===== src/design/pda_pkg.sv =====
// Shared types, constants and defaults for the Poisson deviance accumulator.
// No dependencies; every other file refers to it by scoped names.
package pda_pkg;

  // Parameter defaults
  localparam int unsigned COUNT_WIDTH_DEF = 16;
  localparam int unsigned FRAC_BITS_DEF   = 16;

  // Fixed field widths
  localparam int unsigned EXPECT_W = 32;
  localparam int unsigned STAT_W   = 48;
  localparam int unsigned TOTAL_W  = 56;
  localparam int unsigned LEAD_W   = 5;
  localparam int unsigned MANT_W   = 31;   // Q1.30 mantissa
  localparam int unsigned MUL_W    = 32;
  localparam int unsigned PROD_W   = 2 * MUL_W;

  localparam logic [STAT_W-1:0]  STAT_MAX  = {STAT_W{1'b1}};
  localparam logic [TOTAL_W-1:0] TOTAL_MAX = {TOTAL_W{1'b1}};
  localparam logic [MUL_W-1:0]   LN2_Q32   = 32'd2977044472;
  localparam logic [PROD_W-1:0]  ROUND_HALF = 64'h0000_0000_8000_0000;

  // Sequencer states
  typedef enum logic [3:0] {
    ST_IDLE,
    ST_NORM_D,
    ST_SQ_D,
    ST_NORM_M,
    ST_SQ_M,
    ST_DIFF,
    ST_LN,
    ST_RND,
    ST_TERM,
    ST_SUM,
    ST_DONE
  } state_e;

  // Normaliser result back to the sequencer
  typedef struct packed {
    logic              done;
    logic [LEAD_W-1:0] lead_pos;
    logic [MANT_W-1:0] mant;
  } norm_res_t;

endpackage


===== src/design/pda_in_if.sv =====
// Request channel for one histogram bin: valid/ready with the bin payload.
// Depends on pda_pkg for widths and defaults.
interface pda_in_if #(
  parameter int unsigned COUNT_WIDTH = pda_pkg::COUNT_WIDTH_DEF
);
  logic                          valid;
  logic                          ready;
  logic [pda_pkg::EXPECT_W-1:0]  model_expect;
  logic [COUNT_WIDTH-1:0]        data_count;
  logic                          last_bin;

  modport source (output valid, model_expect, data_count, last_bin, input ready);
  modport sink   (input valid, model_expect, data_count, last_bin, output ready);
endinterface


===== src/design/pda_out_if.sv =====
// Result channel: valid/ready with the bin statistic and running total.
// Depends on pda_pkg for widths.
interface pda_out_if;
  logic                         valid;
  logic                         ready;
  logic [pda_pkg::STAT_W-1:0]   bin_stat;
  logic [pda_pkg::TOTAL_W-1:0]  running_total;
  logic                         overflow_flag;
  logic                         is_last;

  modport source (output valid, bin_stat, running_total, overflow_flag, is_last, input ready);
  modport sink   (input valid, bin_stat, running_total, overflow_flag, is_last, output ready);
endinterface


===== src/design/pda_norm.sv =====
// Leading-one normaliser: binary search over a 32-bit word in five steps.
// Depends on pda_pkg for the result struct and widths.
module pda_norm (
  input  logic                              clk_i,
  input  logic                              rst_ni,
  input  logic                              start_i,
  input  logic [pda_pkg::EXPECT_W-1:0]      x_i,
  output pda_pkg::norm_res_t                res_o
);

  localparam logic [2:0] LAST_STEP = 3'd4;

  logic                          busy_q, busy_d;
  logic                          done_q, done_d;
  logic [2:0]                    step_q, step_d;
  logic [pda_pkg::EXPECT_W-1:0]  x_q, x_d;
  logic [pda_pkg::LEAD_W-1:0]    lead_q, lead_d;
  logic [pda_pkg::LEAD_W-1:0]    sh;
  logic                          hi_zero;

  always_comb begin
    sh      = 5'(5'd16 >> step_q);
    hi_zero = ((x_q >> (6'd32 - 6'(sh))) == '0);
    busy_d  = busy_q;
    done_d  = 1'b0;
    step_d  = step_q;
    x_d     = x_q;
    lead_d  = lead_q;
    if (start_i) begin
      busy_d = 1'b1;
      step_d = '0;
      x_d    = x_i;
      lead_d = 5'd31;
    end else if (busy_q) begin
      // shift the top half out while it holds no one
      if (hi_zero) begin
        x_d    = x_q << sh;
        lead_d = lead_q - sh;
      end
      step_d = step_q + 3'd1;
      if (step_q == LAST_STEP) begin
        busy_d = 1'b0;
        done_d = 1'b1;
      end
    end
  end

  always_ff @(posedge clk_i or negedge rst_ni) begin
    if (!rst_ni) begin
      busy_q <= 1'b0;
      done_q <= 1'b0;
      step_q <= '0;
    end else begin
      busy_q <= busy_d;
      done_q <= done_d;
      step_q <= step_d;
    end
  end

  always_ff @(posedge clk_i) begin
    x_q    <= x_d;
    lead_q <= lead_d;
  end

  assign res_o.done     = done_q;
  assign res_o.lead_pos = lead_q;
  assign res_o.mant     = x_q[pda_pkg::EXPECT_W-1:1];

endmodule


===== src/design/poisson_deviance_accumulator.sv =====
// Poisson deviance accumulator: per-bin saturated Poisson statistic and running total.
// Depends on pda_pkg, pda_in_if, pda_out_if and pda_norm.
//
// Each request is one histogram bin (expectation nM in Q16.16, count nD). The block
// returns 2*(nM - nD + nD*ln(nD/nM)) in Q32.16, saturating, and a saturating running
// total that clears after a bin marked last, together with a sticky overflow flag for
// the pass. A bin with nonzero count and nonzero expectation computes two base-2
// logarithms, each by a leading-one search and then mantissa squaring on the single
// 32x32 multiplier, which then also scales by ln2 and by the count. A bin with zero
// count or zero expectation skips the logarithms. A new request is taken while a
// finished result still waits on the output register.
module poisson_deviance_accumulator #(
  parameter int unsigned COUNT_WIDTH = pda_pkg::COUNT_WIDTH_DEF,
  parameter int unsigned FRAC_BITS   = pda_pkg::FRAC_BITS_DEF
) (
  input  logic          clk_i,
  input  logic          rst_ni,
  pda_in_if.sink        in_i,
  pda_out_if.source     out_o
);

  localparam int unsigned LOG_W  = pda_pkg::LEAD_W + FRAC_BITS; // log2 value
  localparam int unsigned DIFF_W = FRAC_BITS + 7;                // signed log difference
  localparam int unsigned MAG_W  = FRAC_BITS + 6;                // its magnitude
  localparam int unsigned S_W    = 65;                           // signed term
  localparam int unsigned ITER_W = $clog2(FRAC_BITS);
  localparam int unsigned TSUM_W = pda_pkg::TOTAL_W + 1;

  localparam logic [ITER_W-1:0] ITER_LAST = ITER_W'(FRAC_BITS - 1);
  localparam logic [DIFF_W-1:0] FRAC_OFS  = DIFF_W'(FRAC_BITS << FRAC_BITS);

  pda_pkg::state_e state_q, state_d;

  // Request latch
  logic [pda_pkg::EXPECT_W-1:0] nm_q;
  logic [COUNT_WIDTH-1:0]       nd_q;
  logic                         last_q;

  // Logarithm iteration
  logic [pda_pkg::MANT_W-1:0]   mant_q;
  logic [FRAC_BITS-1:0]         frac_q;
  logic [pda_pkg::LEAD_W-1:0]   lead_q;
  logic [ITER_W-1:0]            iter_q, iter_d;
  logic [LOG_W-1:0]             logd_q, logm_q;

  // Scaling and term
  logic                         neg_q;
  logic [MAG_W-1:0]             mag_q, lnmag_q;
  logic signed [S_W-1:0]        base_q;
  logic [pda_pkg::PROD_W-1:0]   prod_q;
  logic [pda_pkg::STAT_W-1:0]   stat_q;
  logic                         stat_flag_q;

  // Pass state and output register
  logic [pda_pkg::TOTAL_W-1:0]  acc_q, acc_d;
  logic                         sticky_q, sticky_d;
  logic                         out_valid_q, out_valid_d;
  logic [pda_pkg::STAT_W-1:0]   out_stat_q;
  logic [pda_pkg::TOTAL_W-1:0]  out_total_q;
  logic                         out_ovf_q;
  logic                         out_last_q;

  // Shared multiplier
  logic [pda_pkg::MUL_W-1:0]    mul_a, mul_b;
  logic [pda_pkg::PROD_W-1:0]   prod;

  // Normaliser
  logic                         norm_start;
  logic [pda_pkg::EXPECT_W-1:0] norm_x;
  pda_pkg::norm_res_t           norm_res;

  // Control
  logic                         in_fire;
  logic                         out_load;
  logic                         sq_hi;
  logic [pda_pkg::MANT_W-1:0]   mant_sq;
  logic [FRAC_BITS-1:0]         frac_next;
  logic signed [DIFF_W-1:0]     diff;
  logic signed [S_W-1:0]        term;
  logic [TSUM_W-1:0]            tsum;
  logic [pda_pkg::TOTAL_W-1:0]  total_sat;
  logic                         bin_flag;

  assign in_i.ready = (state_q == pda_pkg::ST_IDLE);
  assign in_fire    = in_i.valid && in_i.ready;
  assign out_load   = (state_q == pda_pkg::ST_DONE) && (!out_valid_q || out_o.ready);

  pda_norm u_norm (
    .clk_i   (clk_i),
    .rst_ni  (rst_ni),
    .start_i (norm_start),
    .x_i     (norm_x),
    .res_o   (norm_res)
  );

  // Operand select for the one multiplier
  always_comb begin
    unique case (state_q)
      pda_pkg::ST_SQ_D, pda_pkg::ST_SQ_M: begin
        mul_a = pda_pkg::MUL_W'(mant_q);
        mul_b = pda_pkg::MUL_W'(mant_q);
      end
      pda_pkg::ST_LN: begin
        mul_a = pda_pkg::MUL_W'(mag_q);
        mul_b = pda_pkg::LN2_Q32;
      end
      pda_pkg::ST_TERM: begin
        mul_a = pda_pkg::MUL_W'(nd_q);
        mul_b = pda_pkg::MUL_W'(lnmag_q);
      end
      default: begin
        mul_a = '0;
        mul_b = '0;
      end
    endcase
  end

  assign prod = pda_pkg::PROD_W'(mul_a) * pda_pkg::PROD_W'(mul_b);

  // One squaring step: square, drop 30 bits, renormalise by one if it reached two
  assign sq_hi     = prod[61];
  assign mant_sq   = sq_hi ? prod[61:31] : prod[60:30];
  assign frac_next = {frac_q[FRAC_BITS-2:0], sq_hi};

  assign diff = $signed(DIFF_W'(logd_q) + FRAC_OFS - DIFF_W'(logm_q));
  assign term = neg_q ? (base_q - $signed(S_W'(prod_q))) : (base_q + $signed(S_W'(prod_q)));

  // Total with saturation
  assign tsum      = TSUM_W'(acc_q) + TSUM_W'(stat_q);
  assign total_sat = tsum[TSUM_W-1] ? pda_pkg::TOTAL_MAX : tsum[pda_pkg::TOTAL_W-1:0];
  assign bin_flag  = stat_flag_q || tsum[TSUM_W-1];

  // Sequencer: next state and unit control
  always_comb begin
    state_d    = state_q;
    iter_d     = iter_q;
    norm_start = 1'b0;
    norm_x     = nm_q;
    unique case (state_q)
      pda_pkg::ST_IDLE: begin
        norm_x = pda_pkg::EXPECT_W'(in_i.data_count);
        if (in_fire) begin
          // zero count or zero expectation need no logarithm
          if ((in_i.data_count == '0) || (in_i.model_expect == '0)) begin
            state_d = pda_pkg::ST_DONE;
          end else begin
            norm_start = 1'b1;
            state_d    = pda_pkg::ST_NORM_D;
          end
        end
      end
      pda_pkg::ST_NORM_D: begin
        iter_d = '0;
        if (norm_res.done) state_d = pda_pkg::ST_SQ_D;
      end
      pda_pkg::ST_SQ_D: begin
        iter_d = iter_q + ITER_W'(1);
        if (iter_q == ITER_LAST) begin
          norm_start = 1'b1;
          state_d    = pda_pkg::ST_NORM_M;
        end
      end
      pda_pkg::ST_NORM_M: begin
        iter_d = '0;
        if (norm_res.done) state_d = pda_pkg::ST_SQ_M;
      end
      pda_pkg::ST_SQ_M: begin
        iter_d = iter_q + ITER_W'(1);
        if (iter_q == ITER_LAST) state_d = pda_pkg::ST_DIFF;
      end
      pda_pkg::ST_DIFF: state_d = pda_pkg::ST_LN;
      pda_pkg::ST_LN:   state_d = pda_pkg::ST_RND;
      pda_pkg::ST_RND:  state_d = pda_pkg::ST_TERM;
      pda_pkg::ST_TERM: state_d = pda_pkg::ST_SUM;
      pda_pkg::ST_SUM:  state_d = pda_pkg::ST_DONE;
      pda_pkg::ST_DONE: begin
        if (out_load) state_d = pda_pkg::ST_IDLE;
      end
      default: state_d = pda_pkg::ST_IDLE;
    endcase
  end

  // Pass state and output handshake
  always_comb begin
    acc_d       = acc_q;
    sticky_d    = sticky_q;
    out_valid_d = out_valid_q;
    if (out_o.ready) out_valid_d = 1'b0;
    if (out_load) begin
      out_valid_d = 1'b1;
      // clear the pass after the last bin is reported
      acc_d    = last_q ? '0 : total_sat;
      sticky_d = last_q ? 1'b0 : (sticky_q || bin_flag);
    end
  end

  always_ff @(posedge clk_i or negedge rst_ni) begin
    if (!rst_ni) begin
      state_q     <= pda_pkg::ST_IDLE;
      iter_q      <= '0;
      acc_q       <= '0;
      sticky_q    <= 1'b0;
      out_valid_q <= 1'b0;
    end else begin
      state_q     <= state_d;
      iter_q      <= iter_d;
      acc_q       <= acc_d;
      sticky_q    <= sticky_d;
      out_valid_q <= out_valid_d;
    end
  end

  // Datapath registers
  always_ff @(posedge clk_i) begin
    unique case (state_q)
      pda_pkg::ST_IDLE: begin
        if (in_fire) begin
          nm_q   <= in_i.model_expect;
          nd_q   <= in_i.data_count;
          last_q <= in_i.last_bin;
          if (in_i.data_count == '0) begin
            stat_q      <= pda_pkg::STAT_W'(in_i.model_expect) << 1;
            stat_flag_q <= 1'b0;
          end else begin
            // zero expectation saturates; other bins overwrite this later
            stat_q      <= pda_pkg::STAT_MAX;
            stat_flag_q <= 1'b1;
          end
        end
      end
      pda_pkg::ST_NORM_D, pda_pkg::ST_NORM_M: begin
        mant_q <= norm_res.mant;
        lead_q <= norm_res.lead_pos;
        frac_q <= '0;
      end
      pda_pkg::ST_SQ_D: begin
        mant_q <= mant_sq;
        frac_q <= frac_next;
        if (iter_q == ITER_LAST) logd_q <= {lead_q, frac_next};
      end
      pda_pkg::ST_SQ_M: begin
        mant_q <= mant_sq;
        frac_q <= frac_next;
        if (iter_q == ITER_LAST) logm_q <= {lead_q, frac_next};
      end
      pda_pkg::ST_DIFF: begin
        neg_q  <= diff[DIFF_W-1];
        mag_q  <= diff[DIFF_W-1] ? MAG_W'(-diff) : MAG_W'(diff);
        base_q <= $signed(S_W'(nm_q)) - $signed(S_W'(nd_q) << FRAC_BITS);
      end
      pda_pkg::ST_LN: prod_q <= prod;
      pda_pkg::ST_RND: lnmag_q <= MAG_W'((prod_q + pda_pkg::ROUND_HALF) >> 32);
      pda_pkg::ST_TERM: prod_q <= prod;
      pda_pkg::ST_SUM: begin
        // clamp negative rounding to zero, saturate a large term
        if (term[S_W-1] || (term == '0)) begin
          stat_q      <= '0;
          stat_flag_q <= 1'b0;
        end else if (term[S_W-2:pda_pkg::STAT_W-1] != '0) begin
          stat_q      <= pda_pkg::STAT_MAX;
          stat_flag_q <= 1'b1;
        end else begin
          stat_q      <= {term[pda_pkg::STAT_W-2:0], 1'b0};
          stat_flag_q <= 1'b0;
        end
      end
      default: ;
    endcase
    if (out_load) begin
      out_stat_q  <= stat_q;
      out_total_q <= total_sat;
      out_ovf_q   <= sticky_q || bin_flag;
      out_last_q  <= last_q;
    end
  end

  assign out_o.valid         = out_valid_q;
  assign out_o.bin_stat      = out_stat_q;
  assign out_o.running_total = out_total_q;
  assign out_o.overflow_flag = out_ovf_q;
  assign out_o.is_last       = out_last_q;

  // A zero-count request skips straight to the result stage
  a_zero_count_short: assert property (@(posedge clk_i) disable iff (!rst_ni)
    in_fire && (in_i.data_count == '0) |=> state_q == pda_pkg::ST_DONE)
    else $error("zero-count request did not skip the logarithm");

  // Only a flagged bin may carry the all-ones statistic
  a_max_flagged: assert property (@(posedge clk_i) disable iff (!rst_ni)
    out_valid_q && (out_stat_q == pda_pkg::STAT_MAX) |-> out_ovf_q)
    else $error("saturated statistic without overflow flag");

  // The running total never falls below the bin it includes
  a_total_covers_bin: assert property (@(posedge clk_i) disable iff (!rst_ni)
    out_valid_q |-> out_total_q >= pda_pkg::TOTAL_W'(out_stat_q))
    else $error("running total below bin statistic");

  // The normaliser finishes only while the sequencer waits for it
  a_norm_in_step: assert property (@(posedge clk_i) disable iff (!rst_ni)
    norm_res.done |-> (state_q == pda_pkg::ST_NORM_D) || (state_q == pda_pkg::ST_NORM_M))
    else $error("normaliser result outside a normalise state");

endmodule

===== src/flat_wrapper.sv =====
// flat-port wrapper written by rule: the top's interface ports become plain ports
module poisson_deviance_accumulator_flat 
#(
  parameter int unsigned COUNT_WIDTH = pda_pkg::COUNT_WIDTH_DEF,
  parameter int unsigned FRAC_BITS   = pda_pkg::FRAC_BITS_DEF
)
  (clk_i, rst_ni, in_i_valid, in_i_model_expect, in_i_data_count, in_i_last_bin, in_i_ready, out_o_valid, out_o_bin_stat, out_o_running_total, out_o_overflow_flag, out_o_is_last, out_o_ready);
  pda_in_if #(.COUNT_WIDTH(COUNT_WIDTH)) in_i_i ();
  pda_out_if out_o_i ();
  input  logic clk_i;
  input  logic rst_ni;
  input wire logic [$bits(in_i_i.valid)-1:0] in_i_valid;
  input wire logic [$bits(in_i_i.model_expect)-1:0] in_i_model_expect;
  input wire logic [$bits(in_i_i.data_count)-1:0] in_i_data_count;
  input wire logic [$bits(in_i_i.last_bin)-1:0] in_i_last_bin;
  output wire logic [$bits(in_i_i.ready)-1:0] in_i_ready;
  output wire logic [$bits(out_o_i.valid)-1:0] out_o_valid;
  output wire logic [$bits(out_o_i.bin_stat)-1:0] out_o_bin_stat;
  output wire logic [$bits(out_o_i.running_total)-1:0] out_o_running_total;
  output wire logic [$bits(out_o_i.overflow_flag)-1:0] out_o_overflow_flag;
  output wire logic [$bits(out_o_i.is_last)-1:0] out_o_is_last;
  input wire logic [$bits(out_o_i.ready)-1:0] out_o_ready;
  assign in_i_i.valid = in_i_valid;
  assign in_i_i.model_expect = in_i_model_expect;
  assign in_i_i.data_count = in_i_data_count;
  assign in_i_i.last_bin = in_i_last_bin;
  assign in_i_ready = in_i_i.ready;
  assign out_o_valid = out_o_i.valid;
  assign out_o_bin_stat = out_o_i.bin_stat;
  assign out_o_running_total = out_o_i.running_total;
  assign out_o_overflow_flag = out_o_i.overflow_flag;
  assign out_o_is_last = out_o_i.is_last;
  assign out_o_i.ready = out_o_ready;
  poisson_deviance_accumulator #(.COUNT_WIDTH(COUNT_WIDTH), .FRAC_BITS(FRAC_BITS)) u_core (.clk_i(clk_i), .rst_ni(rst_ni), .in_i(in_i_i), .out_o(out_o_i));
endmodule

===== config.mk =====
export PLATFORM = sky130hd
export DESIGN_NAME = poisson_deviance_accumulator_flat
export DESIGN_NICKNAME = d
export VERILOG_FILES = /design/src/design/pda_pkg.sv /design/src/design/pda_in_if.sv /design/src/design/pda_out_if.sv /design/src/design/pda_norm.sv /design/src/design/poisson_deviance_accumulator.sv /design/src/flat_wrapper.sv
export SDC_FILE = /design/constraint.sdc
export NUM_CORES = 2
export LEC_CHECK = 0
export BUFFER_PORTS_ARGS = -buffer_cell sky130_fd_sc_hd__buf_2
export CAP_MARGIN = 0
export CORE_MARGIN = 5
export CORE_UTILIZATION = 35
export DETAILED_ROUTE_END_ITERATION = 7
export PLACE_DENSITY = 0.6
export SYNTH_ARGS = -nofsm -noshare
export SYNTH_HDL_FRONTEND = slang
export SYNTH_SLANG_ARGS = --single-unit

===== constraint.sdc =====
create_clock -name clk_i -period 11.55 [get_ports clk_i]
set_clock_uncertainty 0.15 [all_clocks]
set_input_delay 2.31 -clock clk_i [delete_from_list [all_inputs] [get_ports clk_i]]
set_output_delay 2.31 -clock clk_i [all_outputs]
set_load 0.05 [all_outputs]

Word-level counts from Yosys, hierarchy flattened. Cells that the tools add are included.

Input port bits: 53. Bits in registers: 578. Output and inout port bits: 108.

Multiplexer cells: 47. Shift operators: 3. Reduce and logical (&&, ||, !) cells: 29. $add $sub $neg: 12. Eq/ne operators: 18. Multiply operators: 1.

Operator list (count): $mux 48 (4); $mux 32 (4); $mux 56 (2); $pmux 32 s3 (1); $pmux 48 s2 (1); $pmux 31 s3 (1); $add 65x64->65 (1); $logic_not 65->1 (1); $mux 65 (1); $sub 65x64->65 (1); $logic_not 32->1 (2); $mul 31x32->63 (1); $pmux 31 s2 (1); $add 56x48->57 (1); $add 54x32->54 const B (1); $pmux 4 s11 (1); $sub 32x32->33 (1); $shl 32x5->32 (1); $shr 32x6->32 (1); $mux 31 (1); $pmux 15 s2 (1); $mux 4 (7); $sub 22x21->23 (1); $add 21x21->22 const B (1); 28 further kinds (72).

Depth between registers and ports, before layout.
Depth after elaboration: 7. Depth in mapped cells: 40. Gate-level depth less buffers: 36.

Modules after synthesis. Synthesis repeated with hierarchy kept, for this count alone.

Cell total of the unflattened synthesis: 6836. Area, all modules: 65178.8 um^2.

Modules (own cells, without submodules): poisson_deviance_accumulator (instances 1, area an instance 60620.6 um^2, cells an instance 6345, sequential area each 14804.2 um^2); pda_norm (instances 1, area an instance 4558.1 um^2, cells an instance 491, sequential area each 1186.1 um^2).

Worst setup path after synthesis. No wires, ideal clock.

Kind: reg-to-reg. Start: register u_core.state_q[2]. End: register u_core.mant_q[30] (netlist bit), data pin. Setup time: 0.256 ns. Arrival time: 9.361 ns. Slack: 1.784 ns. Period minus slack after synthesis: 9.766 ns. Cell stages (with the launch flop): 37. Cells stage by stage: dfrtp_1 -> clkbuf_1 -> nand2b_1 -> nor3_1 -> clkbuf_1 -> buf_1 -> clkbuf_1 -> a21oi_1 -> clkbuf_1 -> nor2_1 -> fa_1 -> fa_1 -> inv_1 -> fa_1 -> fa_1 -> inv_1 -> fa_1 -> fa_1 -> fa_1 -> inv_1 -> fa_1 -> inv_1 -> ha_1 -> clkbuf_1 -> nand4_1 -> inv_1 -> a221oi_1 -> nand2_1 -> a21boi_1 -> o311a_1 -> o31ai_2 -> a21o_1 -> xnor2_2 -> inv_2 -> buf_2 -> o21ai_0 -> nand2_1.

Longest elaborated chain between the ends: 6. Elaborated cells on any way between the ends: 13. Those cells by class: 1 x mul; 6 x eq/ne; 4 x mux; 2 x reduce/logical.

RTL lines: start, declared (RTL line poisson_deviance_accumulator.sv:32) `pda_pkg::state_e state_q, state_d;`; start signal, assigned (RTL line poisson_deviance_accumulator.sv:199) `state_q <= pda_pkg::ST_IDLE;`; start signal, assigned (RTL line poisson_deviance_accumulator.sv:205) `state_q <= state_d;`; $eq 4x2->1 / $eq 4x3->1 (equally long branches) (RTL line poisson_deviance_accumulator.sv:98) `unique case (state_q)`; $reduce_or 2->1 (no line); $pmux 31 s3 / $pmux 32 s3 (equally long branches) (RTL line poisson_deviance_accumulator.sv:98); $mul 31x32->63 (*) (RTL line poisson_deviance_accumulator.sv:118) `assign prod = pda_pkg::PROD_W'(mul_a) * pda_pkg::PROD_W'(mul_b);`; net u_core.prod, one bit (RTL line poisson_deviance_accumulator.sv:65) `logic [pda_pkg::PROD_W-1:0] prod;`; $mux 31 (*) (RTL line poisson_deviance_accumulator.sv:122) `assign mant_sq = sq_hi ? prod[61:31] : prod[60:30];`; $pmux 31 s2 (*) (RTL line poisson_deviance_accumulator.sv:215) `unique case (state_q)`; end signal, assigned (RTL line poisson_deviance_accumulator.sv:232) `mant_q <= norm_res.mant;`; end signal, assigned (RTL line poisson_deviance_accumulator.sv:237) `mant_q <= mant_sq;`; end signal, assigned (RTL line poisson_deviance_accumulator.sv:242) `mant_q <= mant_sq;`; end, declared (RTL line poisson_deviance_accumulator.sv:40) `logic [pda_pkg::MANT_W-1:0] mant_q;`.

Mark *: on every way through the listed nets, which the timed path passes. The rest lies on a longest branch. A chain may end at the register's enable or synchronous reset.

Worst setup path in the final report.
Start: register u_core.state_q[3]. End: register u_core.mant_q[12] (netlist bit), data pin.

Longest elaborated chain between the ends: 6. Elaborated cells on any way between the ends: 13. Those cells by class: 1 x mul; 6 x eq/ne; 4 x mux; 2 x reduce/logical.

RTL lines (RTL line): $eq 4x2->1 / $eq 4x3->1 (equally long branches) (poisson_deviance_accumulator.sv:98, poisson_deviance_accumulator.sv:215); $reduce_or 2->1 (no line); $pmux 31 s3 / $pmux 32 s3 (equally long branches) (poisson_deviance_accumulator.sv:98); $mul 31x32->63 (poisson_deviance_accumulator.sv:118); $mux 31 (poisson_deviance_accumulator.sv:122); $pmux 31 s2 (*) (poisson_deviance_accumulator.sv:215).

Every way passes the cells marked *; elsewhere a longest branch is shown, timed or not.

==> impl_summary.md <==
Outcome
The flow ran to the end, and the final reports show no timing, DRC or antenna violations.

Layout
Counting the fill cells in the layout gives 18400. The layout net count is 8318. The area growth from synthesis to layout is 8.65%. The post-route netlist has 6.93% of its cells at a drive strength greater than 1.

The finished layout holds 9466 standard cells, fillers aside.

Clock tree
After clock tree synthesis, the repair step resized 0 gates. The number of buffers between clock root and the deepest sink is 3. The clock root buffer is clkbuf_16. The clock tree synthesis step divided the H-tree into 2 levels. Clock tree synthesis found a total of 545 sinks. The number of hold buffers added after CTS was 0.

The total clock buffers created by CTS is 52. The number of setup buffers added after CTS is 0. The CTS tree is yes. For the worst-skew pair, the clock arrives at the later sink with an insertion delay of 0.62 ns.

The clock-pin transition on the worst setup and hold timing paths is 0.07 ns.

Worst setup path
Together, buffers and inverters on the worst path number 4. STA classifies the critical path startpoint as a flop. The cell that appears most often on the critical path is fa_1. The worst setup path is captured at a flop.

The worst path required time is 11.73 ns. Broken down by cell family, the worst path's largest delay share belongs to adder cells. For this design, the slowest cell found on the critical path is nor2_4. The endpoint arrival time on the critical path is 11.32 ns.

Along the worst path, the maximum fanout reaches 34. On the worst path, the slowest cell contributes a delay of 0.83 ns. The worst setup path is of the flop to flop kind.

Synth
The share of synthesized area in the top cell type comes to 27.0%. The largest total area in the synthesized netlist belongs to fa_1. The synthesized design contains 545 register bits.

The fraction of the yosys area taken by sequential cells is 24.8%. The synthesized cell area is 64400 sq um. The synthesized design contains 469 enable-type register cells. Ranked by total cell area, the synthesized netlist is headed by fa_1, edfxtp_1, ha_1, inv_1, nand2_1. The most frequent cell after synthesis is inv_1. The most instantiated flip-flop cell in the synthesis netlist is edfxtp_1. After technology mapping, the gate count stands at 6920. The count of synthesis-stage warnings from yosys is 0.

Counting instances in the post-synthesis netlist gives the leading cell types as inv_1, nand2_1, fa_1. The post-synthesis async set-or-reset flop share is 13.0%. The netlist uses 100 different library cells.

The average cell area after synthesis is 9.30 sq um.

Die
The number of top-level design ports is 161. The die area is 193000 sq um. The floorplan row count is 157. From bottom edge to top edge, the die measures 439 um. The die outline width is 439 um.

The initial utilization of the core area, before any placement, comes to 35.2%. The region available for standard cell placement spans 183000 sq um.

GRT
The first global-routing pass estimated 334 mm of wire. The number of global-route vias before repair came to 52800. The number of antenna violations at the first check in global routing was 6.

For this run, the total global-route usage over all layers was measured as 22.8%. The pin count of the biggest net entering global routing is 83. The total overflow reported by the global router is 0.

Placed design
Counting tap cells, the placed design contains a total of 9368 instances. Input and output buffers added on the ports amount to 160. The final estimated routing congestion in global placement is 1.02.

The total half-perimeter wirelength after legalization and detailed placement is 181 mm.

Route
After detailed routing, the average wire length per cell comes to 23.6 um. After detailed routing, the total wire length is 223 mm. Using the TritonRoute via totals, the vias-per-cell ratio works out to 5.46.

The pre-antenna-repair detailed-routing pass consisted of 6 iterations. The number of vias after detailed routing is 51700. The number of routed nets with antenna violations is 0. The number of remaining DRC errors is 0. The detailed router finished its first iteration with 4757 violations.

STA
The maximum clock frequency is 0.0898 GHz. The setup TNS is 0 ns. The count of final setup violators is 0.

The share of the clock period used by the worst path is 96.5%. The final number of hold-violating endpoints is 0. For the pin with the worst max-slew slack, the measured transition is 1.31 ns.

The relative max-transition margin is 12.7%. The clock period minus final worst setup slack is 11.14 ns. The count of final max-slew check failures is 0. Setup repair after global routing left no endpoint under its margin.

Pwr
The maximum vdd drop is 0.0000951 V. The power per unit of standard cell area is 72.1 nW/um^2. The cell leakage power is 31.6 nW.

Worst hold path
The path class of the tightest hold or removal check is flop to flop.

Flow run
The number of maximum-capacitance constraint violations is 0.
==> layout make-up <==
| type | count | area (sq um) | share of cell area, % |
|---|---|---|---|
| inverters | 1049 | 3940 | 5.63 |
| flip-flops and latches | 545 | 16000 | 22.8 |
| repair buffers | 319 | 2030 | 2.91 |
| well taps | 2464 | 3080 | 4.41 |
| multi-input cells | 4991 | 43300 | 61.8 |
| diodes | 2 | 5.00 | 0.00716 |
| clock buffers | 67 | 1400 | 2.00 |
| clock inverters | 29 | 269 | 0.385 |
==> logic make-up (layout without fill, tap and decap cells) <==
logic type                 Yosys count  in the layout  synth area share, %
other                                2             11               0.0117
muxes                              109            109                 1.78
xor gates and xnor gates           288            288                 3.94
DFF                                545            545                 24.8
adders and majority gates         1307           1307                 35.5
and+or+nand+nor                   2184           2184                 14.7
AOI/OAI and AO/OA                 1094           1094                 11.0
buffers and inverters             1391           1464                 8.21
==> flip-flops by register name (all words and copies together), names as in the netlist, 15 cells and up <==
signal and count:
u_core.mant_q 31, u_core.u_norm.x_q 32, u_core.lnmag_q 22, u_core.nd_q 16, u_core.out_o.running_total 56, u_core.logm_q 21
u_core.logd_q 21, u_core.base_q 33, u_core.acc_q 56, u_core.prod_q 63, u_core.frac_q 15, u_core.out_o.bin_stat 48
u_core.mag_q 22, u_core.nm_q 32, u_core.stat_q 48
==> layer usage <==
layer / part of all wire, % / GRT usage [%] / vias up
met3: 7.9 / 3.64 / 603
met5: 0 / 0 / -
li1: - / - / 22700
met2: 45 / 36.1 / 2378
met4: 6.6 / 12.0 / 0
met1: 41 / 30.2 / 26000
==> worst register-to-register path: cells and delay by family (launching register included) <==
| family | cells | cell delay [ns] |
|---|---|---|
| adders and majority gates | 9 | 4.48 |
| and+or+nand+nor | 8 | 3.06 |
| AOI/OAI and AO/OA | 5 | 1.45 |
| buffers and inverters | 4 | 0.82 |
| DFF | 1 | 0.49 |
| xor gates and xnor gates | 1 | 0.21 |
| muxes | 1 | 0.20 |
==> cell usage in the layout, fill, tap and decap left out, drive strengths merged, types with 25 or more instances in the layout <==
cell type	Yosys	routed
buf	59	319
a211oi	29	29
ha	439	439
a22o	46	46
edfxtp	469	469
nand2	869	869
nand4	49	49
a21oi	317	317
mux2i	100	100
nor3	104	104
and3	52	52
clkbuf	283	67
dfrtp	71	71
nor4	32	32
inv	1048	1050
nor2b	31	31
and2	84	84
o21a	27	27
nand3	97	97
o21bai	45	45
nor2	758	758
a21o	94	94
nand2b	47	47
o211ai	25	25
a31oi	88	88
a41oi	28	28
xnor2	199	199
o21ai	217	217
xor2	89	89
fa	868	868
==> worst paths after layout <==
| check | startpoint | end | slack [ns] | cells past startpoint |
|---|---|---|---|---|
| setup / recovery | u_core.state_q[3]$_DFFE_PN0P_ | u_core.mant_q[12]$_DFFE_PP_ | 0.41 | 28 |
| hold / removal | u_core.u_norm.lead_q[4]$_SDFFE_PP1P_ | u_core.lead_q[4]$_DFFE_PP_ | 0.29 | 0 |
| setup reg to reg | u_core.state_q[3]$_DFFE_PN0P_ | u_core.mant_q[12]$_DFFE_PP_ | 0.41 | 28 |
| hold reg to reg | u_core.u_norm.lead_q[4]$_SDFFE_PP1P_ | u_core.lead_q[4]$_DFFE_PP_ | 0.29 | 0 |
| max in group asynchronous | rst_ni | u_core.acc_q[34]$_DFFE_PN0P_ | 8.69 | 2 |
| min in group asynchronous | rst_ni | u_core.acc_q[7]$_DFFE_PN0P_ | 1.44 | 1 |
==> per-stage QoR <==
stage | power (mW) | instance area, sq um | hold WS, ns | utilization, % | setup WS, ns
floorplan | 3.03 | 64400 | 0.267 | - | 1.78
global placement | 3.33 | 68300 | 0.281 | 37.3 | 0.806
detailed placement | 3.34 | 68300 | 0.280 | 37.3 | 0.631
CTS | 5.07 | 69900 | 0.295 | 38.2 | 0.592
global route | 5.26 | 69900 | 0.315 | 38.2 | 0.0811
finish | 5.05 | 69900 | 0.294 | 38.2 | 0.409
==> power by group <==
part | leakage, nW | switching [mW] | internal (mW)
Sequential | 5.12 | 0.102 | 2.19
Clock | 0.802 | 0.784 | 0.949
Combinational | 25.7 | 0.631 | 0.387
Total | 31.6 | 1.52 | 3.53
Power figures use the tool's default switching activity.
